==> config.mk <==
export PLATFORM = sky130hd
export DESIGN_NAME = avg_ctrl
export DESIGN_NICKNAME = d
export VERILOG_FILES = /design/src/hdl/avg_pkg.sv /design/src/hdl/avg_ctrl.sv
export SDC_FILE = /design/constraint.sdc
export NUM_CORES = 1
export LEC_CHECK = 0
export BUFFER_PORTS_ARGS = -buffer_cell sky130_fd_sc_hd__buf_2
export CORE_ASPECT_RATIO = 0.9
export CORE_MARGIN = 3
export CORE_UTILIZATION = 45
export CTS_BUF_LIST = sky130_fd_sc_hd__clkbuf_8
export CTS_CLUSTER_SIZE = 14
export DETAILED_ROUTE_END_ITERATION = 8
export MAX_ROUTING_LAYER = met4
export PLACE_DENSITY = 0.74
export SLEW_MARGIN = 20
export SYNTH_ARGS = -nofsm -noshare
export SYNTH_HDL_FRONTEND = slang
export SYNTH_SLANG_ARGS = --single-unit
==> constraint.sdc <==
create_clock -name clock -period 2.05 [get_ports clock]
set_input_delay 0.3075 -clock clock [delete_from_list [all_inputs] [get_ports clock]]
set_output_delay 0.3075 -clock clock [all_outputs]
set_load 0.005 [all_outputs]
==> src/hdl/avg_pkg.sv <==
// avg_pkg: shared constants, CORDIC arctangent table and the controller/datapath
// command and status structures of the arc vertex generator.
// No dependencies.
`timescale 1ns / 1ps
`default_nettype none
package avg_pkg;

   localparam int MAX_POINTS_DEF   = 64;
   localparam int CORDIC_STEPS_DEF = 16;
   localparam int ATAN_LEN         = 24;
   localparam int AUTO_MIN         = 10;

   localparam int REQ_DATA_W = 184;
   localparam int RSP_DATA_W = 88;

   localparam logic signed [32:0] CORDIC_GAIN = 33'sd652032874;
   localparam logic [17:0]        PI_Q16      = 18'd205887;

   typedef struct packed {
      logic load;
      logic sq;
      logic root_start;
      logic scale;
      logic count;
      logic prod;
      logic div_start;
      logic rot_start;
      logic pmul;
      logic emit;
      logic next_vertex;
      logic advance;
   } avg_cmd_type;

   typedef struct packed {
      logic auto_cnt;
      logic root_done;
      logic n_small;
      logic div_done;
      logic rot_done;
      logic out_free;
      logic last_vertex;
   } avg_status_type;

   function automatic logic [31:0] atan_turns(input logic [4:0] k);
      logic [31:0] v;
      case (k)
         5'd0:  v = 32'd536870912;
         5'd1:  v = 32'd316933406;
         5'd2:  v = 32'd167458907;
         5'd3:  v = 32'd85004756;
         5'd4:  v = 32'd42667331;
         5'd5:  v = 32'd21354465;
         5'd6:  v = 32'd10679838;
         5'd7:  v = 32'd5340245;
         5'd8:  v = 32'd2670163;
         5'd9:  v = 32'd1335087;
         5'd10: v = 32'd667544;
         5'd11: v = 32'd333772;
         5'd12: v = 32'd166886;
         5'd13: v = 32'd83443;
         5'd14: v = 32'd41722;
         5'd15: v = 32'd20861;
         5'd16: v = 32'd10430;
         5'd17: v = 32'd5215;
         5'd18: v = 32'd2608;
         5'd19: v = 32'd1304;
         5'd20: v = 32'd652;
         5'd21: v = 32'd326;
         5'd22: v = 32'd163;
         5'd23: v = 32'd81;
         default: v = 32'd0;
      endcase
      return v;
   endfunction

endpackage
`default_nettype wire

==> src/hdl/avg_ctrl.sv <==
// avg_ctrl: sequencer of the arc vertex generator; steps each arc through
// count selection and each vertex through divide, rotate and emit.
// Depends on avg_pkg.
`timescale 1ns / 1ps
`default_nettype none
module avg_ctrl import avg_pkg::*; (
   input  wire logic           clock,
   input  wire logic           reset,
   input  wire logic           req_tvalid,
   output logic                req_tready,
   input  wire avg_status_type st,
   output avg_cmd_type         cmd
);
   typedef enum logic [12:0] {
      S_IDLE   = 13'b0000000000001,
      S_SQ     = 13'b0000000000010,
      S_ROOTGO = 13'b0000000000100,
      S_ROOT   = 13'b0000000001000,
      S_SCALE  = 13'b0000000010000,
      S_COUNT  = 13'b0000000100000,
      S_CHECK  = 13'b0000001000000,
      S_PROD   = 13'b0000010000000,
      S_DIVGO  = 13'b0000100000000,
      S_DIV    = 13'b0001000000000,
      S_ROT    = 13'b0010000000000,
      S_PMUL   = 13'b0100000000000,
      S_EMIT   = 13'b1000000000000
   } state_type;

   state_type state_ff, state_in;

   always_comb begin
      cmd        = '0;
      state_in   = state_ff;
      req_tready = (state_ff == S_IDLE) && !reset;
      unique case (state_ff)
         S_IDLE: begin
            if (req_tvalid && req_tready) begin
               cmd.load = 1'b1;
               state_in = S_SQ;
            end
         end
         S_SQ: begin
            cmd.sq   = 1'b1;
            state_in = st.auto_cnt ? S_ROOTGO : S_COUNT;
         end
         S_ROOTGO: begin
            cmd.root_start = 1'b1;
            state_in       = S_ROOT;
         end
         S_ROOT: begin
            if (st.root_done) state_in = S_SCALE;
         end
         S_SCALE: begin
            cmd.scale = 1'b1;
            state_in  = S_COUNT;
         end
         S_COUNT: begin
            cmd.count = 1'b1;
            state_in  = S_CHECK;
         end
         S_CHECK: begin
            state_in = st.n_small ? S_IDLE : S_PROD;
         end
         S_PROD: begin
            cmd.prod = 1'b1;
            state_in = S_DIVGO;
         end
         S_DIVGO: begin
            cmd.div_start = 1'b1;
            state_in      = S_DIV;
         end
         S_DIV: begin
            if (st.div_done) begin
               cmd.rot_start = 1'b1;
               state_in      = S_ROT;
            end
         end
         S_ROT: begin
            if (st.rot_done) state_in = S_PMUL;
         end
         S_PMUL: begin
            cmd.pmul = 1'b1;
            state_in = S_EMIT;
         end
         S_EMIT: begin
            if (st.out_free) begin
               cmd.emit = 1'b1;
               if (st.last_vertex) begin
                  cmd.advance = 1'b1;
                  state_in    = S_IDLE;
               end else begin
                  cmd.next_vertex = 1'b1;
                  state_in        = S_PROD;
               end
            end
         end
         default: state_in = S_IDLE;
      endcase
   end

   always_ff @(posedge clock) begin
      if (reset) state_ff <= S_IDLE;
      else       state_ff <= state_in;
   end

   a_load_idle: assert property (@(posedge clock) disable iff (reset)
      cmd.load |-> (state_ff == S_IDLE))
      else $error("request taken outside idle");
   a_emit_one: assert property (@(posedge clock) disable iff (reset)
      cmd.emit |-> (cmd.advance != cmd.next_vertex))
      else $error("emit must either advance the arc or the vertex");
   a_after_load: assert property (@(posedge clock) disable iff (reset)
      cmd.load |=> (state_ff == S_SQ))
      else $error("accepted request not sequenced");
endmodule
`default_nettype wire

Word-level counts from Yosys, hierarchy flattened. Index checks and enable logic that the tools add are counted.

Reduce and logical (&&, ||, !) cells: 4. Eq/ne operators: 18. Multiplexer cells: 24.

Operators by type and width (count): one-hot mux 13 bit (13 select lines) (1); two-way mux 13 bit (5); two-way mux 8 bit (2); == test 13 x 1 -> 1 bit, second input constant (1); == test 13 x 10 -> 1 bit, second input constant (1); == test 13 x 11 -> 1 bit, second input constant (1); == test 13 x 12 -> 1 bit, second input constant (1); == test 13 bit, second input constant (1); == test 13 x 2 -> 1 bit, second input constant (1); == test 13 x 3 -> 1 bit, second input constant (1); == test 13 x 4 -> 1 bit, second input constant (1); == test 13 x 5 -> 1 bit, second input constant (1); == test 13 x 6 -> 1 bit, second input constant (1); == test 13 x 7 -> 1 bit, second input constant (1); == test 13 x 8 -> 1 bit, second input constant (1); == test 13 x 9 -> 1 bit, second input constant (1); two-way mux 1 bit (13); inequality test 2 bit, second input constant (4); two-way mux 3 bit (2); two-way mux 6 bit (1); AND reduction 5 bit (1); logical AND 1 bit (2); inequality test 2 x 1 -> 1 bit, second input constant (1); logical NOT 1 bit (1).

Input port bits: 10. Register bits: 13. Output and inout port bits: 13. Word-level logic and storage cells: 47.

Depth between registers and ports, before layout. Gate-level depths: netlist of run 1.

Depth in word-level cells: 5. Gate-level depth with buffers: 7. Depth with buffers taken out: 5.

Worst setup path after synthesis of run 1. No wires, ideal clock.

Kind: register to output. From: reg state_ff[8]. To: out cmd[11] (netlist bit). Required time: 1.742 ns. Slack: -0.062 ns. Arrival: 1.804 ns. Buffers on the path: 2. Stages on the path, launching flop included: 7. Path through: dfxtp_1 > buf_6 > or4_4 > or3_1 > buf_6 > nor3_2 > and2_1.

RTL lines: start: declaration (line avg_ctrl.sv:30) `state_type state_ff, state_in;`; start signal: assignment (line avg_ctrl.sv:104) `else state_ff <= state_in;`; end: declaration (line avg_ctrl.sv:12) `output avg_cmd_type cmd`.

==> run summary, run 1 <==
Dpl hpwl -> 2080 um
RSZ-0062 raised after global routing -> yes
Port Buffer Count -> 22
Remaining DRCs -> 0
All-Layer GR Usage -> 0.229
Seq pwr share -> 0.391
Top achievable clock speed -> 443 MHz
N_diodes -> 0
Fillers -> 140
Status -> finished with violations
Max_cap viols -> 0
Inst Count DP -> 185
Peak VDD IR -> 0.000468 V
Reg with most FFs -> state_ff
Fin worst setup slack -> -0.208 ns
WL met1 -> 1300 um
Power Density -> 459 nW/um^2
Clk slew on worst S/H paths -> 0.06 ns
Int Power -> 0.000487 W
Startpoint types -> flip-flop
CTS max path bufs -> 2
Post-CTS Hold Buffers -> 0
Post-synth cell types -> 41
Row cnt -> 15
Ys async rst share -> 0
Largest net degree at the start of global routing -> 12
Layout Skew -> 0.000974 ns
Required time worst endpoint -> 1.74 ns
Clock Power Share -> 0.348
Final Hold Violating Endpoints -> 0
IO Count -> 23
EDFF count, synth -> 0
Share of cells above drive strength 1 -> 0.489
Avg Synthesized Cell Area -> 7.45 um^2
Worst Path Max Fanout -> 3
Grt total ovfl -> 0
Sequential share of the synthesized area -> 0.271
Synthesis-stage register bit count -> 13
Synthesis warning total -> 0
Sink Count -> 13
Top cells by count, synth -> nor2_1 (16), dfxtp_1 (13), nand2_1 (11)
Wire length on met3 -> 266 um
Cell taking the most area after synthesis -> dfxtp_1
CTS H-Tree Depth -> 1
Primary FF master, synth -> dfxtp_1
Clk root buf -> clkbuf_8
Net Sw Frac -> 0.292
Syn Nets -> 139
Area growth, synth to finish -> 55.7%
Slew margin rel. -> 0.684
Core Box Area -> 1970 um^2
Initial Util -> 0.488
Seq. cell area -> 264 um^2
Routed Antenna Nets -> 0
Minimum clock period -> 2.26 ns
Placer Congestion -> 0.835
Largest register FFs -> 13
Failing checks -> negative setup slack
Via count -> 1163
Biggest regs -> state_ff: 13 flops
Vias/cell -> 5.84
Pins over their slew limit -> 0
Initial drt markers -> 52
Crit share post-route -> 1.10
Clk Latency, worst-skew pair -> 0.25 ns
CTS tree -> built
Synth area leaders -> dfxtp_1 (27%), nor2_1 (6.3%), nor3b_1 (4.7%), nand2_1 (4.3%), nor3_1 (4.2%)
Die Area -> 2730 um^2
Met2 routed WL -> 1700 um
Die Y-Extent -> 49.8 um
Top Layer Used -> met4
Multi-input logic area -> 796 um^2
Most common cell in the netlist -> nor2_1
Switching pwr -> 0.000201 W
Vias in the first global route -> 1020
Actual slew at the worst max-slew pin -> 0.474 ns
Final Non-Filler Cells -> 199
Inserted Clock Buffers -> 3
Pre-antenna DRT Iters -> 4
Hold slack -> 0.315 ns
Endpoints failing setup -> 11
Logic pwr share -> 0.261
Cells after synthesis -> 129
Critical path class -> flip-flop to output port
Cell area after synthesis -> 961 um^2
Worst setup EP type -> output port
Routed wire per std cell -> 16.5 um
Hold Path Class -> input port to flip-flop
Post-synth top area share -> 0.271
Initial antenna violation count -> 0
Global-route wire length before repair -> 4510 um
Die Wd -> 54.7 um
Routed WL -> 3280 um
# nets final -> 185
Worst EP arrival -> 1.95 ns
Leak pwr -> 0.642 nW
-- power groups by stage --
stage | Clock (W) | Sequential, W | Combinational [W]
finish | 0.000239 | 0.000268 | 0.000180
global route | 0.000255 | 0.000269 | 0.000194
CTS | 0.000239 | 0.000265 | 0.000147
detailed placement | 0 | 0.000270 | 0.000130
global placement | 0 | 0.000270 | 0.000126
floorplan | 0 | 0.000269 | 0.0000716
-- logic make-up after synthesis --
group,synth area share
AO/OA/AOI/OAI,0.159
XOR/XNOR,0.0182
buffers and inverters,0.0625
flip-flops,0.271
AND/OR/NAND/NOR,0.490
-- layer usage --
layer	up-vias	GRT usage
li1	558	-
met1	544	0.284
met2	57	0.380
met3	4	0.0634
met4	0	0.0124
met5	-	-
-- critical path, cell delays in order, from the launching register on --
cell and delay, ns:
dfxtp_2 0.32, or4_4 0.56, nor2_4 0.10, nand2_2 0.07, or3_4 0.36, nor3_2 0.15
buf_2 0.13
-- per-stage QoR --
step	setup TNS (ns)	power (W)	cell area, um^2	setup slack [ns]	util
after global placement	-0.0467	0.000396	1200	-0.0346	0.608
final	-1.21	0.000687	1500	-0.208	0.759
after floorplan	0	0.000341	967	0.00342	-
after global routing	-2.03	0.000718	1500	-0.285	0.759
after CTS	-1.24	0.000652	1330	-0.228	0.672
after detailed placement	-0.156	0.000400	1200	-0.0822	0.608
-- placed cells by master (no fill, tap or decap), types with 2 or more instances in the layout --
cell / n
nor4_1: 2
inv_1: 3
or3_4: 3
nand2b_1: 2
dfxtp_2: 3
nor4b_1: 2
nand3b_1: 3
or4_4: 2
nor2_4: 2
nand2_1: 9
nor3b_1: 5
and2_1: 3
nor2_1: 12
nor3_2: 3
buf_4: 25
nor4_4: 4
clkbuf_8: 3
nor2_2: 2
nor3_1: 4
xor2_1: 2
o21a_1: 5
o21ai_0: 5
buf_6: 4
nor3_4: 2
and3_1: 2
dfxtp_1: 10
a21oi_1: 3
buf_2: 21
nor2b_1: 3
-- path summary, 6_finish.rpt --
check | start | endpoint | slack, ns | cells past startpoint
min | reset | state_ff[3] | 0.31 | 2
min reg2reg | state_ff[10] | state_ff[11] | 0.61 | 3
max | state_ff[8] | cmd[6] | -0.21 | 6
max reg2reg | state_ff[5] | state_ff[0] | -0.06 | 6
-- final cells by class --
| class | count | area share |
|---|---|---|
| clock buffers | 3 | 0.0276 |
| well taps | 25 | 0.0209 |
| clock inverters | 1 | 0.00251 |
| repair buffers | 51 | 0.236 |
| multi-input cells | 104 | 0.532 |
| flip-flops and latches | 13 | 0.176 |
| inverters | 2 | 0.00502 |
-- what timing repair did --
item | CTS | global route
cloned | 0 | 0
endpoints found under the setup margin | 12 | 19
pin swaps | 4 | 7
setup buffers | 3 | 7
resized for setup | 12 | 28
Note: power is estimated with default switching activity, not from simulation.
==> run 2: changes to the inputs <==
PLACE_DENSITY = 0.71   (was 0.74)
clock period = 2.6 ns   (was 2.05 ns; I/O delays follow)
==> run summary, run 2 (synthesis gave the netlist of run 1 again) <==
Routed wire per std cell -> 13.6 um (was 16.5 um)
Inst Count DP -> 168 (was 185)
Final setup TNS -> 0 ns (was -1.21 ns)
Remaining DRCs -> 0 (unchanged)
Routed WL -> 2340 um (was 3280 um)
Worst Path Max Fanout -> 11 (was 3)
Reg with most FFs -> state_ff (unchanged)
Final Non-Filler Cells -> 172 (was 199)
Required time worst endpoint -> 2.21 ns (was 1.74 ns)
RSZ-0062 raised after global routing -> no (was yes)
Dpl hpwl -> 1790 um (was 2080 um)
Pre-antenna DRT Iters -> 4 (unchanged)
Vias/cell -> 5.83 (was 5.84)
Worst r2r path cells -> 5 (was 6)
Die Area -> 2730 um^2 (unchanged)
Slew margin rel. -> 0.681 (was 0.684)
Initial antenna violation count -> 0 (unchanged)
Sink Count -> 13 (unchanged)
Inserted Clock Buffers -> 3 (unchanged)
Port Buffer Count -> 22 (unchanged)
Critical path class -> flip-flop to output port (unchanged)
Share of cells above drive strength 1 -> 0.245 (was 0.489)
Commonest non-fill, non-tap cell in the layout -> buf_2 (was buf_4)
Initial Util -> 0.488 (unchanged)
Final Hold Violating Endpoints -> 0 (unchanged)
Worst EP arrival -> 2.09 ns (was 1.95 ns)
All-Layer GR Usage -> 0.198 (was 0.229)
Startpoint types -> flip-flop (unchanged)
Biggest regs -> state_ff: 13 flops (unchanged)
Crit share post-route -> 0.952
Layout Skew -> 0.000629 ns (was 0.000974 ns)
Seq. cell area -> 263 um^2 (was 264 um^2)
Commonest non-fill, non-tap cells in the layout -> buf_2 (22), nor2_1 (16), nand2_1 (11), dfxtp_1 (11), nor3_1 (8) (was buf_4 (25), buf_2 (21), nor2_1 (12))
Top achievable clock speed -> 404 MHz
Die Wd -> 54.7 um (unchanged)
Vias in the first global route -> 867 (was 1020)
CTS max path bufs -> 2 (unchanged)
Routed Antenna Nets -> 0 (unchanged)
Core Box Area -> 1970 um^2 (unchanged)
CTS H-Tree Depth -> 1 (unchanged)
Net Sw Frac -> 0.273 (was 0.292)
Clk Latency, worst-skew pair -> 0.24 ns (was 0.25 ns)
Endpoints failing setup -> 0 (was 11)
Worst setup EP type -> output port (unchanged)
Min-Delay Endpoint -> state_ff[3] (unchanged)
HP Start -> reset (unchanged)
Actual slew at the worst max-slew pin -> 0.474 ns (about the same)
Largest net degree at the start of global routing -> 12 (unchanged)
Post-CTS Hold Buffers -> 0 (unchanged)
Initial drt markers -> 45 (was 52)
IO Count -> 23 (unchanged)
Hold Path Class -> input port to flip-flop (unchanged)
Max_cap viols -> 0 (unchanged)
Grt total ovfl -> 0 (unchanged)
Status -> finished clean (was finished with violations)
Multi-input logic area -> 651 um^2 (was 796 um^2)
N_diodes -> 0 (unchanged)
Global-route wire length before repair -> 3920 um (was 4510 um)
Area growth, synth to finish -> 16.8% (was 55.7%)
CTS tree -> built (unchanged)
PostCTS Resize Cnt -> 0 (was 12)
Clk slew on worst S/H paths -> 0.06 ns (about the same)
Power Density -> 425 nW/um^2 (was 459 nW/um^2)
Seq pwr share -> 0.442 (was 0.391)
Flop-to-flop setup slack -> 0.55 ns (was -0.06 ns)
Reg-to-Reg End -> state_ff[0] (unchanged)
# nets final -> 158 (was 185)
Row cnt -> 15 (unchanged)
Minimum clock period -> 2.48 ns
Switching pwr -> 0.000130 W (was 0.000201 W)
Leak pwr -> 0.472 nW (was 0.642 nW)
Int Power -> 0.000347 W (was 0.000487 W)
Placer Congestion -> 0.817 (was 0.835)
Fillers -> 198 (was 140)
Die Y-Extent -> 49.8 um (unchanged)
Post-CTS Setup Inserts -> 0 (was 3)
Clock Power Share -> 0.382 (was 0.348)
Largest register FFs -> 13 (unchanged)
Logic pwr share -> 0.176 (was 0.261)
Worst r2r src -> state_ff[7] (was state_ff[5])
Clk root buf -> clkbuf_8 (unchanged)
Peak VDD IR -> 0.000276 V (was 0.000468 V)
Pins over their slew limit -> 0 (unchanged)
WHS Path Cells -> 2 (unchanged)
Via count -> 1003 (was 1163)
Final Power -> 0.000477 W (was 0.000687 W)
## run 2: worst max path at each step
stage / startpoint / end / cells past startpoint
after detailed placement: state_ff[9] / cmd[11] / 5
after global placement: state_ff[8] / cmd[11] / 5
after floorplan: state_ff[8] / cmd[11] / 6
final: state_ff[7] / cmd[11] / 5
after global routing: state_ff[10] / cmd[7] / 6
after CTS: state_ff[9] / cmd[11] / 5
## run 2: layout make-up
| type | instances | share of cell area |
|---|---|---|
| clock buffers | 3 | 0.0368 |
| clock inverters | 1 | 0.00334 |
| inverters | 2 | 0.00669 |
| multi-input cells | 104 | 0.580 |
| flip-flops and latches | 13 | 0.234 |
| well taps | 25 | 0.0279 |
| repair buffers | 24 | 0.111 |
## run 2: routing by layer
layer | vias to the layer above | GRT usage | part of all wire
li1 | 505 | - | -
met1 | 461 | 0.276 | 0.47
met2 | 35 | 0.278 | 0.45
met3 | 2 | 0.0695 | 0.070
met4 | 0 | 0.0290 | 0.0043
met5 | - | - | 0
## run 2: critical path: stages, from the launching register on
cell,delay [ns]
dfxtp_1,0.41
or4_1,0.56
or3_4,0.41
nor3_2,0.21
and2_1,0.14
buf_2,0.10
## run 2: power groups by stage
stage / logic [W] / clock network, W / registers [W]
detailed placement: 0.0000814 / 0 / 0.000215
global placement: 0.0000794 / 0 / 0.000214
CTS: 0.0000820 / 0.000184 / 0.000211
floorplan: 0.0000546 / 0 / 0.000212
finish: 0.0000839 / 0.000182 / 0.000211
global route: 0.0000943 / 0.000197 / 0.000212
## run 2: stage by stage
step           utilization  hold slack, ns  setup slack, ns  area [um^2]
3_3_place_gp         0.540           0.536            0.342         1060
6_report             0.570           0.382            0.125         1120
2_1_floorplan            -           0.468            0.406          961
4_1_cts              0.563           0.379           0.0223         1110
5_1_grt              0.570           0.385          0.00950         1120
3_5_place_dp         0.540           0.542            0.288         1060
==> run 3: changes to the inputs <==
CORE_UTILIZATION = 33   (was 45)
PLACE_DENSITY = 0.56   (was 0.71)
==> run summary, run 3 (synthesis gave the netlist of run 1 again) <==
Post-CTS Hold Buffers -> 0 (unchanged)
Vias/cell -> 5.17 (was 5.83)
Top achievable clock speed -> 408 MHz (was 404 MHz)
Critical path origin -> state_ff[8] (was state_ff[7])
Final Hold Violating Endpoints -> 0 (unchanged)
Remaining DRCs -> 0 (unchanged)
Final setup TNS -> 0 ns (unchanged)
Via count -> 961 (was 1003)
Routed wire per std cell -> 13.2 um (was 13.6 um)
Routed WL -> 2460 um (was 2340 um)
Crit share post-route -> 0.943 (was 0.952)
Biggest regs -> state_ff: 13 flops (unchanged)
Net Sw Frac -> 0.269 (was 0.273)
Seq pwr share -> 0.444 (was 0.442)
Required time worst endpoint -> 2.21 ns (about the same)
Commonest non-fill, non-tap cell in the layout -> buf_2 (unchanged)
Critical path class -> flip-flop to output port (unchanged)
HP Start -> reset (unchanged)
Pre-antenna DRT Iters -> 4 (unchanged)
Die Y-Extent -> 57.2 um (was 49.8 um)
Worst r2r src -> state_ff[2] (was state_ff[7])
Worst r2r path cells -> 5 (unchanged)
Peak VDD IR -> 0.000277 V (was 0.000276 V)
Share of cells above drive strength 1 -> 0.257 (was 0.245)
Grt total ovfl -> 0 (unchanged)
Global-route wire length before repair -> 3910 um (was 3920 um)
Clk Latency, worst-skew pair -> 0.25 ns (was 0.24 ns)
Layout Skew -> 0.00149 ns (was 0.000629 ns)
Actual slew at the worst max-slew pin -> 0.454 ns (was 0.474 ns)
N_diodes -> 0 (unchanged)
Die Area -> 3600 um^2 (was 2730 um^2)
Clock Power Share -> 0.381 (was 0.382)
IO Count -> 23 (unchanged)
Flop-to-flop setup slack -> 0.58 ns (was 0.55 ns)
All-Layer GR Usage -> 0.142 (was 0.198)
Port Buffer Count -> 22 (unchanged)
Power Density -> 413 nW/um^2 (was 425 nW/um^2)
# nets final -> 159 (was 158)
Initial Util -> 0.367 (was 0.488)
Minimum clock period -> 2.45 ns (was 2.48 ns)
Post-CTS Setup Inserts -> 0 (unchanged)
Logic pwr share -> 0.175 (was 0.176)
Reg with most FFs -> state_ff (unchanged)
Slew margin rel. -> 0.695 (was 0.681)
RSZ-0062 raised after global routing -> no (unchanged)
Placer Congestion -> 0.786 (was 0.817)
Pins over their slew limit -> 0 (unchanged)
Worst EP arrival -> 2.06 ns (was 2.09 ns)
Vias in the first global route -> 871 (was 867)
Max_cap viols -> 0 (unchanged)
Fillers -> 283 (was 198)
Leak pwr -> 0.476 nW (was 0.472 nW)
CTS tree -> built (unchanged)
Initial drt markers -> 17 (was 45)
Area growth, synth to finish -> 19.7% (was 16.8%)
Worst Path Max Fanout -> 9 (was 11)
Commonest non-fill, non-tap cells in the layout -> buf_2 (22), nor2_1 (16), nand2_1 (11), dfxtp_1 (11), nor3_1 (8) (unchanged)
Dpl hpwl -> 1840 um (was 1790 um)
Clk slew on worst S/H paths -> 0.06 ns (about the same)
Routed Antenna Nets -> 0 (unchanged)
Hold Path Class -> input port to flip-flop (unchanged)
PostCTS Resize Cnt -> 0 (unchanged)
Int Power -> 0.000347 W (about the same)
Endpoints failing setup -> 0 (unchanged)
Switching pwr -> 0.000128 W (was 0.000130 W)
Largest net degree at the start of global routing -> 12 (unchanged)
Initial antenna violation count -> 0 (unchanged)
Clk root buf -> clkbuf_8 (unchanged)
Largest register FFs -> 13 (unchanged)
Core Box Area -> 2620 um^2 (was 1970 um^2)
Die Wd -> 62.9 um (was 54.7 um)
Inserted Clock Buffers -> 3 (unchanged)
Row cnt -> 17 (was 15)
Hold slack -> 0.380 ns (was 0.382 ns)
Worst setup EP type -> output port (unchanged)
Sink Count -> 13 (unchanged)
CTS max path bufs -> 2 (unchanged)
Setup crit end -> cmd[7] (was cmd[11])
Startpoint types -> flip-flop (unchanged)
CTS H-Tree Depth -> 1 (unchanged)
Reg-to-Reg End -> state_ff[8] (was state_ff[0])
Status -> finished clean (unchanged)
[run 3: changes by cell type in the layout (fill, tap and decap cells not counted), sizes merged]
cell | previous run | this run
buf | 24 | 25
[run 3: routing by layer]
metal  share of wire  GRT usage  vias up
met1            0.52      0.184      431
met2            0.41      0.208       23
met4           0.017     0.0566        0
li1                -          -      502
met5               0          -        -
met3           0.055     0.0413        5
[run 3: cell type report]
type,count,area [um^2],area share
clock inverter,1,3.75,0.00326
inverter,2,7.51,0.00653
tap,38,47.5,0.0413
multi-input combinational,104,654,0.569
timing repair buffer,25,133,0.115
sequential,13,263,0.229
clock buffer,3,41.3,0.0359
[run 3: how the worst min path moves through the flow]
| stage | end | depth (start not counted) |
|---|---|---|
| final | state_ff[3] | 2 |
| after global routing | state_ff[3] | 2 |
| after CTS | state_ff[3] | 2 |
| after detailed placement | state_ff[11] | 3 |
| after global placement | state_ff[8] | 2 |
| after floorplan | state_ff[3] | 1 |
[run 3: power by group through the flow]
stage	clock (W)	combinational [W]	sequential (W)
3_3_place_gp	0	0.0000800	0.000215
3_5_place_dp	0	0.0000804	0.000215
4_1_cts	0.000189	0.0000809	0.000210
2_1_floorplan	0	0.0000546	0.000212
6_report	0.000181	0.0000830	0.000211
5_1_grt	0.000195	0.0000922	0.000211
[run 3: stage by stage]
stage                     area, um^2  cells  total power, W  setup WS (ns)  utilization
after floorplan                  961    129        0.000267          0.406            -
after global placement          1090    182        0.000295          0.328        0.416
after detailed placement        1090    182        0.000295          0.288        0.416
after CTS                       1130    186        0.000480        0.00804        0.433
after global routing            1150    186        0.000499         0.0308        0.440
final                           1150    186        0.000475          0.148        0.440
[run 3: critical path: stages (launching register included)]
cell and delay [ns]:
dfxtp_2 0.36, or4_4 0.55, nor2_1 0.12, nand2_1 0.10, or3_4 0.37, nor3b_1 0.17
buf_2 0.14
